## config.mk

```make
export PLATFORM = sky130hd
export DESIGN_NAME = oldest_first_two_class_queue_core_flat
export DESIGN_NICKNAME = d
export VERILOG_FILES = /design/src/hw/rtl/ofq_pkg.sv /design/src/hw/rtl/ofq_if.sv /design/src/hw/rtl/ofq_ram.sv /design/src/hw/rtl/ofq_front.sv /design/src/hw/rtl/ofq_back.sv /design/src/hw/rtl/oldest_first_two_class_queue_core.sv /design/src/flat_wrapper.sv
export SDC_FILE = /design/constraint.sdc
export NUM_CORES = 2
export LEC_CHECK = 0
export ABC_AREA = 1
export BUFFER_PORTS_ARGS = -buffer_cell sky130_fd_sc_hd__buf_4
export CORE_UTILIZATION = 55
export DETAILED_ROUTE_END_ITERATION = 16
export GPL_ROUTABILITY_DRIVEN = 0
export GPL_TIMING_DRIVEN = 0
export PLACE_DENSITY_LB_ADDON = 0.2
export SETUP_SLACK_MARGIN = 0.05
export SKIP_LAST_GASP = 1
export SYNTH_ARGS = -nofsm -noshare
export SYNTH_HDL_FRONTEND = slang
export SYNTH_SLANG_ARGS = --single-unit
```

## constraint.sdc

```tcl
create_clock -name clock -period 6 [get_ports clock]
set_clock_uncertainty 0.2 [all_clocks]
set_input_delay 0.3 -clock clock [delete_from_list [all_inputs] [get_ports clock]]
set_output_delay 0.3 -clock clock [all_outputs]
set_load 0.01 [all_outputs]
```

## src/hw/rtl/ofq_pkg.sv

```systemverilog
package ofq_pkg;

   // fixed widths of the channel fields
   localparam int CMD_W     = 2;
   localparam int CLASS_W   = 2;
   localparam int STATUS_W  = 2;
   localparam int PORT_PAY_W   = 16;
   localparam int PORT_STAMP_W = 32;

   // depth of the request queue between front and back
   localparam int FRONT_DEPTH = 2;

   // command codes
   localparam logic [CMD_W-1:0] CMD_ENQUEUE = 2'd0;
   localparam logic [CMD_W-1:0] CMD_DEQ_ANY = 2'd1;
   localparam logic [CMD_W-1:0] CMD_DEQ_B   = 2'd2;
   localparam logic [CMD_W-1:0] CMD_DEQ_A   = 2'd3;

   // item class codes on the request channel
   localparam logic [CLASS_W-1:0] CLS_A = 2'd0;
   localparam logic [CLASS_W-1:0] CLS_B = 2'd1;

   // class bit on the response channel
   localparam logic OUT_CLS_A = 1'b0;
   localparam logic OUT_CLS_B = 1'b1;

   // status codes
   localparam logic [STATUS_W-1:0] ST_OK      = 2'd0;
   localparam logic [STATUS_W-1:0] ST_EMPTY   = 2'd1;
   localparam logic [STATUS_W-1:0] ST_FULL    = 2'd2;
   localparam logic [STATUS_W-1:0] ST_UNKNOWN = 2'd3;

   // decoded operation handed from front to back
   typedef enum logic [2:0] {
      OP_ENQ_A,
      OP_ENQ_B,
      OP_ENQ_OTHER,
      OP_DEQ_ANY,
      OP_DEQ_A,
      OP_DEQ_B
   } op_type;

   typedef struct packed {
      logic   valid;
      op_type op;
   } cmd_type;

   typedef enum logic {
      S_IDLE,
      S_READ
   } state_type;

   typedef struct packed {
      logic [STATUS_W-1:0]     status;
      logic                    out_class;
      logic [PORT_PAY_W-1:0]   out_payload;
      logic [PORT_STAMP_W-1:0] out_stamp;
   } res_type;

endpackage

```

## src/hw/rtl/ofq_if.sv

```systemverilog
interface ofq_req_if;
   logic                          valid;
   logic                          ready;
   logic [ofq_pkg::CMD_W-1:0]     command;
   logic [ofq_pkg::CLASS_W-1:0]   item_class;
   logic [ofq_pkg::PORT_PAY_W-1:0] item_payload;

   modport source (output valid, input ready, output command, output item_class,
                   output item_payload);
   modport sink   (input valid, output ready, input command, input item_class,
                   input item_payload);
endinterface

interface ofq_rsp_if;
   logic                             valid;
   logic                             ready;
   logic [ofq_pkg::STATUS_W-1:0]     status;
   logic                             out_class;
   logic [ofq_pkg::PORT_PAY_W-1:0]   out_payload;
   logic [ofq_pkg::PORT_STAMP_W-1:0] out_stamp;

   modport source (output valid, input ready, output status, output out_class,
                   output out_payload, output out_stamp);
   modport sink   (input valid, output ready, input status, input out_class,
                   input out_payload, input out_stamp);
endinterface

```

## src/hw/rtl/ofq_ram.sv

```systemverilog
module ofq_ram #(
   parameter int WIDTH = 48,
   parameter int DEPTH = 16
) (
   input  logic                     clock,
   input  logic                     wr_en,
   input  logic [$clog2(DEPTH)-1:0] wr_addr,
   input  logic [WIDTH-1:0]         wr_data,
   input  logic [$clog2(DEPTH)-1:0] rd_addr,
   output logic [WIDTH-1:0]         rd_data
);

   logic [WIDTH-1:0] mem [DEPTH];
   logic [WIDTH-1:0] rd_data_ff;

   always_ff @(posedge clock) begin
      if (wr_en) begin
         mem[wr_addr] <= wr_data;
      end
      rd_data_ff <= mem[rd_addr];
   end

   assign rd_data = rd_data_ff;

endmodule

```

## src/hw/rtl/ofq_front.sv

```systemverilog
module ofq_front #(
   parameter int PAYLOAD_BITS = 16
) (
   input  logic                    clock,
   input  logic                    reset,
   ofq_req_if.sink                 req_chan,
   output ofq_pkg::cmd_type        cmd,
   output logic [PAYLOAD_BITS-1:0] cmd_payload,
   input  logic                    cmd_ready
);

   localparam int CNT_W = $clog2(ofq_pkg::FRONT_DEPTH + 1);

   ofq_pkg::op_type           op_ff  [ofq_pkg::FRONT_DEPTH];
   logic [PAYLOAD_BITS-1:0]   pay_ff [ofq_pkg::FRONT_DEPTH];
   logic                      wr_ptr_ff, wr_ptr_in;
   logic                      rd_ptr_ff, rd_ptr_in;
   logic [CNT_W-1:0]          count_ff, count_in;
   ofq_pkg::op_type           req_op;
   logic                      push, pop;

   // classify the incoming request
   always_comb begin
      req_op = ofq_pkg::OP_DEQ_ANY;
      unique case (req_chan.command)
         ofq_pkg::CMD_ENQUEUE: begin
            if (req_chan.item_class == ofq_pkg::CLS_A) begin
               req_op = ofq_pkg::OP_ENQ_A;
            end else if (req_chan.item_class == ofq_pkg::CLS_B) begin
               req_op = ofq_pkg::OP_ENQ_B;
            end else begin
               req_op = ofq_pkg::OP_ENQ_OTHER;
            end
         end
         ofq_pkg::CMD_DEQ_ANY: req_op = ofq_pkg::OP_DEQ_ANY;
         ofq_pkg::CMD_DEQ_B:   req_op = ofq_pkg::OP_DEQ_B;
         ofq_pkg::CMD_DEQ_A:   req_op = ofq_pkg::OP_DEQ_A;
         default:              req_op = ofq_pkg::OP_DEQ_ANY;
      endcase
   end

   assign req_chan.ready = (count_ff != CNT_W'(ofq_pkg::FRONT_DEPTH));
   assign push = req_chan.valid && req_chan.ready;
   assign pop  = cmd.valid && cmd_ready;

   assign cmd.valid   = (count_ff != '0);
   assign cmd.op      = op_ff[rd_ptr_ff];
   assign cmd_payload = pay_ff[rd_ptr_ff];

   always_comb begin
      wr_ptr_in = push ? ~wr_ptr_ff : wr_ptr_ff;
      rd_ptr_in = pop  ? ~rd_ptr_ff : rd_ptr_ff;
      count_in  = count_ff;
      if (push && !pop) begin
         count_in = count_ff + CNT_W'(1);
      end else if (pop && !push) begin
         count_in = count_ff - CNT_W'(1);
      end
   end

   always_ff @(posedge clock) begin
      if (reset) begin
         wr_ptr_ff <= 1'b0;
         rd_ptr_ff <= 1'b0;
         count_ff  <= '0;
      end else begin
         wr_ptr_ff <= wr_ptr_in;
         rd_ptr_ff <= rd_ptr_in;
         count_ff  <= count_in;
      end
   end

   always_ff @(posedge clock) begin
      if (push) begin
         op_ff[wr_ptr_ff]  <= req_op;
         pay_ff[wr_ptr_ff] <= PAYLOAD_BITS'(req_chan.item_payload);
      end
   end

endmodule

```

## src/hw/rtl/ofq_back.sv

```systemverilog
module ofq_back #(
   parameter int QUEUE_DEPTH  = 16,
   parameter int PAYLOAD_BITS = 16,
   parameter int STAMP_BITS   = 32
) (
   input  logic                    clock,
   input  logic                    reset,
   input  ofq_pkg::cmd_type        cmd,
   input  logic [PAYLOAD_BITS-1:0] cmd_payload,
   output logic                    cmd_ready,
   output logic                    res_valid,
   output ofq_pkg::res_type        res,
   input  logic                    res_ready
);

   localparam int IDX_W = $clog2(QUEUE_DEPTH);
   localparam int CNT_W = $clog2(QUEUE_DEPTH + 1);
   localparam int SUM_W = $clog2(2 * QUEUE_DEPTH);
   localparam int ENT_W = STAMP_BITS + PAYLOAD_BITS;

   ofq_pkg::state_type state_ff, state_in;
   logic [IDX_W-1:0]      a_head_ff, a_head_in, b_head_ff, b_head_in;
   logic [CNT_W-1:0]      a_count_ff, a_count_in, b_count_ff, b_count_in;
   logic [STAMP_BITS-1:0] stamp_ff, stamp_in;

   logic [SUM_W-1:0]      a_sum, b_sum;
   logic [IDX_W-1:0]      a_slot, b_slot;
   logic [ENT_W-1:0]      a_rd, b_rd, wr_entry;
   logic [STAMP_BITS-1:0] stamp_diff;
   logic                  a_empty, b_empty, a_full, b_full, take_a, is_enq;
   logic                  a_push, b_push, a_pop, b_pop, stamp_adv;

   // tail slot of each class FIFO
   assign a_sum  = SUM_W'(a_head_ff) + SUM_W'(a_count_ff);
   assign b_sum  = SUM_W'(b_head_ff) + SUM_W'(b_count_ff);
   assign a_slot = (a_sum >= SUM_W'(QUEUE_DEPTH)) ? IDX_W'(a_sum - SUM_W'(QUEUE_DEPTH))
                                                  : IDX_W'(a_sum);
   assign b_slot = (b_sum >= SUM_W'(QUEUE_DEPTH)) ? IDX_W'(b_sum - SUM_W'(QUEUE_DEPTH))
                                                  : IDX_W'(b_sum);

   assign wr_entry = {cmd_payload, stamp_ff};

   ofq_ram #(.WIDTH(ENT_W), .DEPTH(QUEUE_DEPTH)) u_store_a (
      .clock   (clock),
      .wr_en   (a_push),
      .wr_addr (a_slot),
      .wr_data (wr_entry),
      .rd_addr (a_head_ff),
      .rd_data (a_rd)
   );

   ofq_ram #(.WIDTH(ENT_W), .DEPTH(QUEUE_DEPTH)) u_store_b (
      .clock   (clock),
      .wr_en   (b_push),
      .wr_addr (b_slot),
      .wr_data (wr_entry),
      .rd_addr (b_head_ff),
      .rd_data (b_rd)
   );

   assign a_empty = (a_count_ff == '0);
   assign b_empty = (b_count_ff == '0);
   assign a_full  = (a_count_ff == CNT_W'(QUEUE_DEPTH));
   assign b_full  = (b_count_ff == CNT_W'(QUEUE_DEPTH));
   assign is_enq  = cmd.op inside {ofq_pkg::OP_ENQ_A, ofq_pkg::OP_ENQ_B,
                                   ofq_pkg::OP_ENQ_OTHER};

   // A is older when the wrapped difference is negative; ties go to B
   assign stamp_diff = a_rd[STAMP_BITS-1:0] - b_rd[STAMP_BITS-1:0];

   always_comb begin
      take_a = 1'b1;
      unique case (cmd.op)
         ofq_pkg::OP_DEQ_A: take_a = 1'b1;
         ofq_pkg::OP_DEQ_B: take_a = 1'b0;
         default: begin
            if (b_empty) begin
               take_a = 1'b1;
            end else if (a_empty) begin
               take_a = 1'b0;
            end else begin
               take_a = stamp_diff[STAMP_BITS-1];
            end
         end
      endcase
   end

   // next state
   always_comb begin
      state_in = state_ff;
      unique case (state_ff)
         ofq_pkg::S_IDLE: begin
            if (cmd.valid && !is_enq) begin
               state_in = ofq_pkg::S_READ;
            end
         end
         ofq_pkg::S_READ: begin
            if (res_ready) begin
               state_in = ofq_pkg::S_IDLE;
            end
         end
         default: state_in = ofq_pkg::S_IDLE;
      endcase
   end

   // outputs
   always_comb begin
      cmd_ready = 1'b0;
      res_valid = 1'b0;
      res       = '0;
      a_push    = 1'b0;
      b_push    = 1'b0;
      a_pop     = 1'b0;
      b_pop     = 1'b0;
      stamp_adv = 1'b0;
      unique case (state_ff)
         ofq_pkg::S_IDLE: begin
            if (cmd.valid && is_enq) begin
               res_valid = 1'b1;
               cmd_ready = res_ready;
               unique case (cmd.op)
                  ofq_pkg::OP_ENQ_A: begin
                     res.out_class = ofq_pkg::OUT_CLS_A;
                     if (a_full) begin
                        res.status = ofq_pkg::ST_FULL;
                     end else begin
                        res.status    = ofq_pkg::ST_OK;
                        res.out_stamp = ofq_pkg::PORT_STAMP_W'(stamp_ff);
                        a_push        = res_ready;
                        stamp_adv     = res_ready;
                     end
                  end
                  ofq_pkg::OP_ENQ_B: begin
                     res.out_class = ofq_pkg::OUT_CLS_B;
                     if (b_full) begin
                        res.status = ofq_pkg::ST_FULL;
                     end else begin
                        res.status    = ofq_pkg::ST_OK;
                        res.out_stamp = ofq_pkg::PORT_STAMP_W'(stamp_ff);
                        b_push        = res_ready;
                        stamp_adv     = res_ready;
                     end
                  end
                  default: begin
                     res.status    = ofq_pkg::ST_UNKNOWN;
                     res.out_stamp = ofq_pkg::PORT_STAMP_W'(stamp_ff);
                     stamp_adv     = res_ready;
                  end
               endcase
            end
         end
         ofq_pkg::S_READ: begin
            res_valid = 1'b1;
            cmd_ready = res_ready;
            if (take_a) begin
               if (a_empty) begin
                  res.status = ofq_pkg::ST_EMPTY;
               end else begin
                  res.status      = ofq_pkg::ST_OK;
                  res.out_class   = ofq_pkg::OUT_CLS_A;
                  res.out_payload = ofq_pkg::PORT_PAY_W'(a_rd[ENT_W-1:STAMP_BITS]);
                  res.out_stamp   = ofq_pkg::PORT_STAMP_W'(a_rd[STAMP_BITS-1:0]);
                  a_pop           = res_ready;
               end
            end else begin
               if (b_empty) begin
                  res.status = ofq_pkg::ST_EMPTY;
               end else begin
                  res.status      = ofq_pkg::ST_OK;
                  res.out_class   = ofq_pkg::OUT_CLS_B;
                  res.out_payload = ofq_pkg::PORT_PAY_W'(b_rd[ENT_W-1:STAMP_BITS]);
                  res.out_stamp   = ofq_pkg::PORT_STAMP_W'(b_rd[STAMP_BITS-1:0]);
                  b_pop           = res_ready;
               end
            end
         end
         default: begin
            res_valid = 1'b0;
         end
      endcase
   end

   // head and count updates
   always_comb begin
      a_head_in  = a_head_ff;
      b_head_in  = b_head_ff;
      a_count_in = a_count_ff;
      b_count_in = b_count_ff;
      stamp_in   = stamp_adv ? stamp_ff + STAMP_BITS'(1) : stamp_ff;
      if (a_push) begin
         a_count_in = a_count_ff + CNT_W'(1);
      end else if (a_pop) begin
         a_count_in = a_count_ff - CNT_W'(1);
         a_head_in  = (a_head_ff == IDX_W'(QUEUE_DEPTH - 1)) ? '0 : a_head_ff + IDX_W'(1);
      end
      if (b_push) begin
         b_count_in = b_count_ff + CNT_W'(1);
      end else if (b_pop) begin
         b_count_in = b_count_ff - CNT_W'(1);
         b_head_in  = (b_head_ff == IDX_W'(QUEUE_DEPTH - 1)) ? '0 : b_head_ff + IDX_W'(1);
      end
   end

   always_ff @(posedge clock) begin
      if (reset) begin
         state_ff   <= ofq_pkg::S_IDLE;
         a_head_ff  <= '0;
         b_head_ff  <= '0;
         a_count_ff <= '0;
         b_count_ff <= '0;
         stamp_ff   <= STAMP_BITS'(1);
      end else begin
         state_ff   <= state_in;
         a_head_ff  <= a_head_in;
         b_head_ff  <= b_head_in;
         a_count_ff <= a_count_in;
         b_count_ff <= b_count_in;
         stamp_ff   <= stamp_in;
      end
   end

endmodule

```

## src/hw/rtl/oldest_first_two_class_queue_core.sv

```systemverilog
// An accepted request is registered in the front queue; the back answers an enqueue into
// the response register, and a dequeue after the registered read of the class stores (head
// read, then compare and pop). One enqueue per cycle while the response side does not
// stall; the back takes no new request until a dequeue is answered.
// Reset (synchronous, active high) empties both class FIFOs, the request queue and the
// response register and sets the arrival stamp to 1; store contents are not cleared.
module oldest_first_two_class_queue_core #(
   parameter int QUEUE_DEPTH  = 16,
   parameter int PAYLOAD_BITS = 16,
   parameter int STAMP_BITS   = 32
) (
   input logic        clock,
   input logic        reset,
   ofq_req_if.sink    req_chan,
   ofq_rsp_if.source  rsp_chan
);

   // front -> back: decoded request waiting in a two-entry queue
   ofq_pkg::cmd_type        cmd;
   logic [PAYLOAD_BITS-1:0] cmd_payload;
   logic                    cmd_ready;

   // back -> response register
   logic                    res_valid;
   logic                    res_ready;
   ofq_pkg::res_type        res;

   // response register: lets the back retire a request while the
   // previous response still waits for the consumer
   logic                    rsp_valid_ff, rsp_valid_in;
   ofq_pkg::res_type        rsp_data_ff;

   // front: accept and classify requests, hold them until the back is free
   ofq_front #(.PAYLOAD_BITS(PAYLOAD_BITS)) u_front (
      .clock       (clock),
      .reset       (reset),
      .req_chan    (req_chan),
      .cmd         (cmd),
      .cmd_payload (cmd_payload),
      .cmd_ready   (cmd_ready)
   );

   // back: class FIFOs, arrival stamps and the oldest-first pick
   ofq_back #(
      .QUEUE_DEPTH  (QUEUE_DEPTH),
      .PAYLOAD_BITS (PAYLOAD_BITS),
      .STAMP_BITS   (STAMP_BITS)
   ) u_back (
      .clock       (clock),
      .reset       (reset),
      .cmd         (cmd),
      .cmd_payload (cmd_payload),
      .cmd_ready   (cmd_ready),
      .res_valid   (res_valid),
      .res         (res),
      .res_ready   (res_ready)
   );

   // take a new response when the register is empty or drains this cycle
   assign res_ready = !rsp_valid_ff || rsp_chan.ready;

   always_comb begin
      rsp_valid_in = rsp_valid_ff;
      if (res_ready) begin
         rsp_valid_in = res_valid;
      end
   end

   always_ff @(posedge clock) begin
      if (reset) begin
         rsp_valid_ff <= 1'b0;
      end else begin
         rsp_valid_ff <= rsp_valid_in;
      end
   end

   // hold the payload while stalled, load on every transfer from the back
   always_ff @(posedge clock) begin
      if (res_valid && res_ready) begin
         rsp_data_ff <= res;
      end
   end

   assign rsp_chan.valid       = rsp_valid_ff;
   assign rsp_chan.status      = rsp_data_ff.status;
   assign rsp_chan.out_class   = rsp_data_ff.out_class;
   assign rsp_chan.out_payload = rsp_data_ff.out_payload;
   assign rsp_chan.out_stamp   = rsp_data_ff.out_stamp;

endmodule
```

## src/flat_wrapper.sv

```systemverilog
// flat-port wrapper written by rule: the top's interface ports become plain ports
module oldest_first_two_class_queue_core_flat 
#(
   parameter int QUEUE_DEPTH  = 16,
   parameter int PAYLOAD_BITS = 16,
   parameter int STAMP_BITS   = 32
)
  (clock, reset, req_chan_valid, req_chan_ready, req_chan_command, req_chan_item_class, req_chan_item_payload, rsp_chan_valid, rsp_chan_ready, rsp_chan_status, rsp_chan_out_class, rsp_chan_out_payload, rsp_chan_out_stamp);
  ofq_req_if req_chan_i ();
  ofq_rsp_if rsp_chan_i ();
  input logic clock;
  input logic reset;
  input wire logic [$bits(req_chan_i.valid)-1:0] req_chan_valid;
  output wire logic [$bits(req_chan_i.ready)-1:0] req_chan_ready;
  input wire logic [$bits(req_chan_i.command)-1:0] req_chan_command;
  input wire logic [$bits(req_chan_i.item_class)-1:0] req_chan_item_class;
  input wire logic [$bits(req_chan_i.item_payload)-1:0] req_chan_item_payload;
  output wire logic [$bits(rsp_chan_i.valid)-1:0] rsp_chan_valid;
  input wire logic [$bits(rsp_chan_i.ready)-1:0] rsp_chan_ready;
  output wire logic [$bits(rsp_chan_i.status)-1:0] rsp_chan_status;
  output wire logic [$bits(rsp_chan_i.out_class)-1:0] rsp_chan_out_class;
  output wire logic [$bits(rsp_chan_i.out_payload)-1:0] rsp_chan_out_payload;
  output wire logic [$bits(rsp_chan_i.out_stamp)-1:0] rsp_chan_out_stamp;
  assign req_chan_i.valid = req_chan_valid;
  assign req_chan_ready = req_chan_i.ready;
  assign req_chan_i.command = req_chan_command;
  assign req_chan_i.item_class = req_chan_item_class;
  assign req_chan_i.item_payload = req_chan_item_payload;
  assign rsp_chan_valid = rsp_chan_i.valid;
  assign rsp_chan_i.ready = rsp_chan_ready;
  assign rsp_chan_status = rsp_chan_i.status;
  assign rsp_chan_out_class = rsp_chan_i.out_class;
  assign rsp_chan_out_payload = rsp_chan_i.out_payload;
  assign rsp_chan_out_stamp = rsp_chan_i.out_stamp;
  oldest_first_two_class_queue_core #(.QUEUE_DEPTH(QUEUE_DEPTH), .PAYLOAD_BITS(PAYLOAD_BITS), .STAMP_BITS(STAMP_BITS)) u_core (.clock(clock), .reset(reset), .req_chan(req_chan_i), .rsp_chan(rsp_chan_i));
endmodule
```

Yosys cells after proc, flatten, opt, wreduce, memory -nomap -nowiden. Memories as Yosys holds them, arrays and structs flattened. A register that Yosys moved wholly into a read port is not among the register bits. Index checks and enable logic that the tools add are counted.

Memories kept: 4. Bits in registers: 107. Output and inout port bits: 53. RAM bits: 1574.

Reductions and logical operators: 24. Add/sub/neg operators: 14. Multiplexer cells: 66. $lt $le $gt $ge: 2. Bitwise logic cells: 5. Eq/ne operators: 13.

Memories: u_core.u_back.u_store_a.mem (words 16, width 48, rd ports 1, clocked after Yosys merged registers in 1, write ports 1, RTL line ofq_ram.sv:13) `logic [WIDTH-1:0] mem [DEPTH];`; u_core.u_back.u_store_b.mem (words 16, width 48, rd ports 1, clocked after Yosys merged registers in 1, write ports 1, RTL line ofq_ram.sv:13); u_core.u_front.pay_ff (words 2, width 16, rd ports 1, clocked after Yosys merged registers in 1, write ports 1, RTL line ofq_front.sv:15) `logic [PAYLOAD_BITS-1:0] pay_ff [ofq_pkg::FRONT_DEPTH];`; u_core.u_front.op_ff (words 2, width 3, rd ports 1, clocked after Yosys merged registers in 1, write ports 1, RTL line ofq_front.sv:14) `ofq_pkg::op_type op_ff [ofq_pkg::FRONT_DEPTH];`.

Operators by type and width (count): $pmux W32 S2 (2); $mux W32 (3); $mux W51 (1); $mux W49 (1); $mux W48 (1); $mux W1 (35); $add A32 B1 Y32 const B (1); $sub A32 B32 Y32 (1); $mux W5 (4); $mux W4 (4); $mux W2 (6); $pmux W3 S4 (1); $add A4 B5 Y5 (2); $add A5 B1 Y5 const B (2); $eq A5 B5 Y1 const B (2); $ge A5 B5 Y1 const B (2); $logic_not A5 Y1 (2); $pmux W1 S2 (5); $sub A5 B1 Y5 const B (2); $add A4 B1 Y4 const B (2); $eq A4 B4 Y1 const B (2); $reduce_bool A2 Y1 (4); $sub A4 B1 Y4 const B (2); $logic_and A1 B1 Y1 (7); other kinds (18) (30).

Longest topological paths before layout.
Word-level depth: 9. Gate-level depth with buffers: 21. Mapped depth without buffers: 21.

Cells and area by module. From an unflattened synthesis, not the netlist that was laid out.

Cells, all modules: 7313. Area, all modules: 76280.7 µm².

Modules (own cells, without submodules): ofq_ram (cells each 3165, instances 2, area an instance 33988.8 µm², seq. area each 24023.0 µm²); ofq_back (cells each 818, instances 1, area an instance 4973.5 µm², seq. area each 1021.0 µm²); ofq_front (cells each 108, instances 1, area an instance 1750.4 µm², seq. area each 1241.2 µm²); oldest_first_two_class_queue_core (cells each 57, instances 1, area an instance 1579.0 µm², seq. area each 1551.5 µm²).

Least setup slack after synthesis. No wires, ideal clock.

Kind: reg2reg. Start point: register (tool-made name). End point: register u_core.u_front.count_ff[1]. Path slack: 0.987 ns. Stages on the path, launching flop included: 13. Buffers on the path: 1. Setup time: 0.122 ns. Arrival time: 4.690 ns. Cell sequence: dfxtp_1 -> buf_6 -> nand2_1 -> o21ai_2 -> nor2_4 -> o21ai_1 -> a21oi_1 -> nand2_1 -> ha_1 -> a21oi_1 -> o21ai_0 -> o21ai_0 -> a21oi_1.

RTL lines: to (signal assigned) (RTL line ofq_front.sv:69) `count_ff <= count_in;`; to (decl) (RTL line ofq_front.sv:18) `logic [CNT_W-1:0] count_ff, count_in;`.

Worst setup path in the final report.
Start point: register u_core.u_back.b_head_ff[1]. End point: memory u_core.u_back.u_store_b.mem[11][12], enable pin.

Cells in the longest elaborated chain, start to end: 3. Elaborated cells on any way between the ends: 4. Classes of those cells: add/sub: 2; order compare: 1; mux: 1.

RTL lines: from (decl) (RTL line ofq_back.sv:22) `logic [IDX_W-1:0] a_head_ff, a_head_in, b_head_ff, b_head_in;`; from (signal assigned) (RTL line ofq_back.sv:215) `b_head_ff <= b_head_in;`; $add A4 B5 Y5 (*) (RTL line ofq_back.sv:35) `assign b_sum = SUM_W'(b_head_ff) + SUM_W'(b_count_ff);`; $sub A4 B1 Y4 / $ge A5 B5 Y1 (equally long branches) (RTL line ofq_back.sv:38) `assign b_slot = (b_sum >= SUM_W'(QUEUE_DEPTH)) ? IDX_W'(b_sum - SUM_W'(QUEUE_DEPTH))`; $mux W4 (*) (RTL line ofq_back.sv:38); to (decl) (RTL line ofq_ram.sv:13).

Every way passes the cells marked *; elsewhere a longest branch is shown, timed or not.

==> flow_summary.toml <==
[hold_path]
min_from = "req_chan_item_payload[7]"
min_to = "u_core.u_front.pay_ff[0][7]"
hold_class = "primary input to flip-flop"
holdPathStages = 2

[sta]
setup_tns_ns = 0
setup_violations = 0
rsz0062_at_grt = "no"
finalCritPeriodShare = 0.797
slew_viol_final = 0
hold_viol_final = 0
max_freq_mhz = 209
worst_pin_slew_ns = 1.49
slew_headroom = 0.00223
layout_min_cycle_time_ns = 4.78

[clocking]
ctsResizeCount = 0
cts_root_buf = "clkbuf_16"
clk_latency_ns = 0.80
cts_tree = "built"
ctsHoldBuffers = 35
cts_buffer_depth = 3
cts-buffers-inserted = 171
postCtsSetupBuffers = 0
path_clk_slew_ns = 0.06
numClockSinks = 1778
ctsHtreeMaxLevel = 4

[floorplan]
die_area_um2 = 127000
die_x_um = 356
core_region_area_um2 = 124000
num_rows = 129
die_y_um = 356
start_util = 0.556
io_pins = 77

[power_and_ir_drop]
p_per_area_nw_per_um2 = 403
total_leakage_power_uw = 0.0260
ir_worst_vdd_mv = 0.342

[setup_path]
crit_type = "flip-flop to flip-flop"
worstPathArrival_ns = 5.06
startpoint_type = "flip-flop"
r2r_slack_ns = 1.22
startpoint = "u_core.u_back.b_head_ff[1]"
crit_path_end_kind = "flip-flop"
r2r_end = "u_core.u_back.u_store_b.mem[11][12]"
worstReg2RegStart = "u_core.u_back.b_head_ff[1]"
path_max_fanout = 20
cp.required_ns = 6.28
ff2ff_path_depth = 9

[detailed_routing]
postRouteAntennaNets = 0
dr.pass1.iters = 10
drt-vias-per-instance = 6.40
vias = 47300
wl_per_cell_um = 28.0
drt-initial-drc-count = 7948
finalWirelength_um = 207000
drc_errors = 0

[synthesis]
synth_top_area_cell = "edfxtp_1"
ys_warn_count = 0
netlist.area_leader.share = 0.708
synth-seq-cells = 1778
async_flop_share = 0
synth_flop_cell = "edfxtp_1"
syn_nets = 5343
ys_seq_area_frac = 0.752
synth-edff-count = 1625
synth_cell_types = 44
synth.avg_cell_area_um2 = 13.1
syn-cell-area_um2 = 68900
yosys-top-cells-area = "edfxtp_1 71%, o21ai_0 5.7%, nor2_1 4.8%, dfxtp_1 4.4%, nand2_1 2.3%"
synthCells = 5265

[run]
maxCapViolCount = 1

[grt]
grt_overflow = 0
antenna_found_initial = 5
grt_pass1_vias = 44200
grt_use_total = 0.324
grt_pass1_wl_um = 296000
grt_max_degree = 40

[placed_design]
port_buffers = 76
hpwlAfterDp_um = 137000

[cells_and_area]
utilization = 0.639
nets = 5687
drive_gt1_frac = 0.0853
syn_to_final_growth_pct = 14.9

[outcome]
violations = "capacitance limit"
status = "finished with violations"
logic make-up after synthesis:
kind of cell    after synthesis  share of synthesized area
flops                      1778                      0.752
simple gates               1606                     0.0948
compound gates             1314                      0.111
buf+inv                     469                     0.0258
fa+ha+maj                    54                     0.0102
xor+xnor                     28                    0.00356
mux                          16                    0.00261
worst max-delay path, cell delays in order, from the launching register on:
cell and delay, ns:
dfxtp_1 0.44, inv_1 0.17, clkbuf_1 0.91, clkbuf_1 0.55, fa_1 0.56, inv_1 0.10
nand3_1 0.34, nor2_4 0.69, buf_16 0.25, buf_12 0.20
area by class of cell:
class / instances / area [µm²]
Timing Repair Buffer: 171 / 2300
Antenna cell: 2 / 5.00
Inverter: 136 / 510
Sequential cell: 1778 / 51900
Fill cell: 9052 / 44700
Clock buffer: 242 / 4980
Tap cell: 1637 / 2050
Clock inverter: 77 / 648
Buffer: 333 / 1270
Multi-Input combinational cell: 3018 / 15600
per-layer routing:
layer | global-route usage | up-vias | routed length (µm)
met3 | 0.0765 | 472 | 27000
met1 | 0.469 | 23200 | 80800
met2 | 0.474 | 3421 | 90400
li1 | - | 20200 | -
met4 | 0.134 | 4 | 8750
met5 | 0 | - | 119
metrics by stage:
| stage | worst slack [ns] | cells | total power [µW] | hold WS (ns) | instance area [µm²] |
|---|---|---|---|---|---|
| after CTS | 1.37 | 7391 | 31700 | 0.000604 | 79200 |
| after floorplan | 0.987 | 5265 | 18200 | 0.199 | 68900 |
| after global placement | -1.89 | 6978 | 20800 | 0.256 | 71600 |
| after detailed placement | 1.33 | 7037 | 21100 | 0.282 | 73200 |
| after global routing | 1.15 | 7392 | 32800 | 0.0194 | 79200 |
| final | 1.22 | 7394 | 31900 | 0.0312 | 79200 |
where the power goes:
group	leakage (µW)	internal, µW	switching, µW
Clock	0.00279	6210	4590
Combinational	0.00737	1550	4610
Sequential	0.0158	14600	402
Total	0.0260	22300	9600
worst max path at each step:
stage / end
CTS: u_core.u_back.u_store_b.mem[11][12]
floorplan: u_core.u_front.count_ff[1]
detailed placement: u_core.u_back.u_store_b.mem[11][11]
global route: u_core.u_back.u_store_b.mem[11][12]
global placement: u_core.u_back.u_store_b.mem[15][14]
finish: u_core.u_back.u_store_b.mem[11][12]
synth_stat cells, types with 23 or more instances:
| cell type | instances |
|---|---|
| nand3_1 | 251 |
| a21oi_1 | 62 |
| edfxtp_1 | 1625 |
| o211ai_1 | 62 |
| o221ai_1 | 161 |
| o22ai_1 | 226 |
| buf_1 | 24 |
| dfxtp_1 | 153 |
| nor3_1 | 23 |
| inv_1 | 130 |
| ha_1 | 50 |
| nor2_1 | 876 |
| o21ai_0 | 788 |
| nand2_1 | 421 |
| clkbuf_1 | 299 |
cells in the final DEF, fill, tap and decap left out, drive strengths merged, types with 6 or more instances in the layout:
master / instances
nand3: 254
a21oi: 62
inv: 142
clkbuf: 541
dfxtp: 153
o221ai: 161
dlygate4sd3: 35
mux2: 16
ha: 50
nand4: 9
edfxtp: 1625
nor2: 882
clkinv: 61
bufinv: 10
buf: 170
nor4: 6
o22ai: 226
xor2: 21
xnor2: 7
o21ai: 796
nor3: 23
o211ai: 62
nand2: 422
sequential cells by signal (all words and copies together) (netlist names), named ones only:
name                             count
u_core.rsp_chan.valid                1
u_core.u_back.state_ff               1
u_core.rsp_chan.out_class            1
u_core.u_front.wr_ptr_ff             1
u_core.u_front.pay_ff               32
u_core.u_front.op_ff                 6
u_core.u_back.u_store_a.rd_data     48
u_core.u_back.u_store_a.mem        768
u_core.u_front.count_ff              2
u_core.rsp_chan.out_payload         16
u_core.u_back.stamp_ff              32
u_core.u_back.u_store_b.rd_data     48
u_core.rsp_chan.out_stamp           32
u_core.u_back.b_head_ff              4
u_core.u_back.a_count_ff             5
u_core.rsp_chan.status               2
u_core.u_front.rd_ptr_ff             1
u_core.u_back.b_count_ff             5
u_core.u_back.a_head_ff              4
u_core.u_back.u_store_b.mem        768
(Power assumes the default switching activity.)
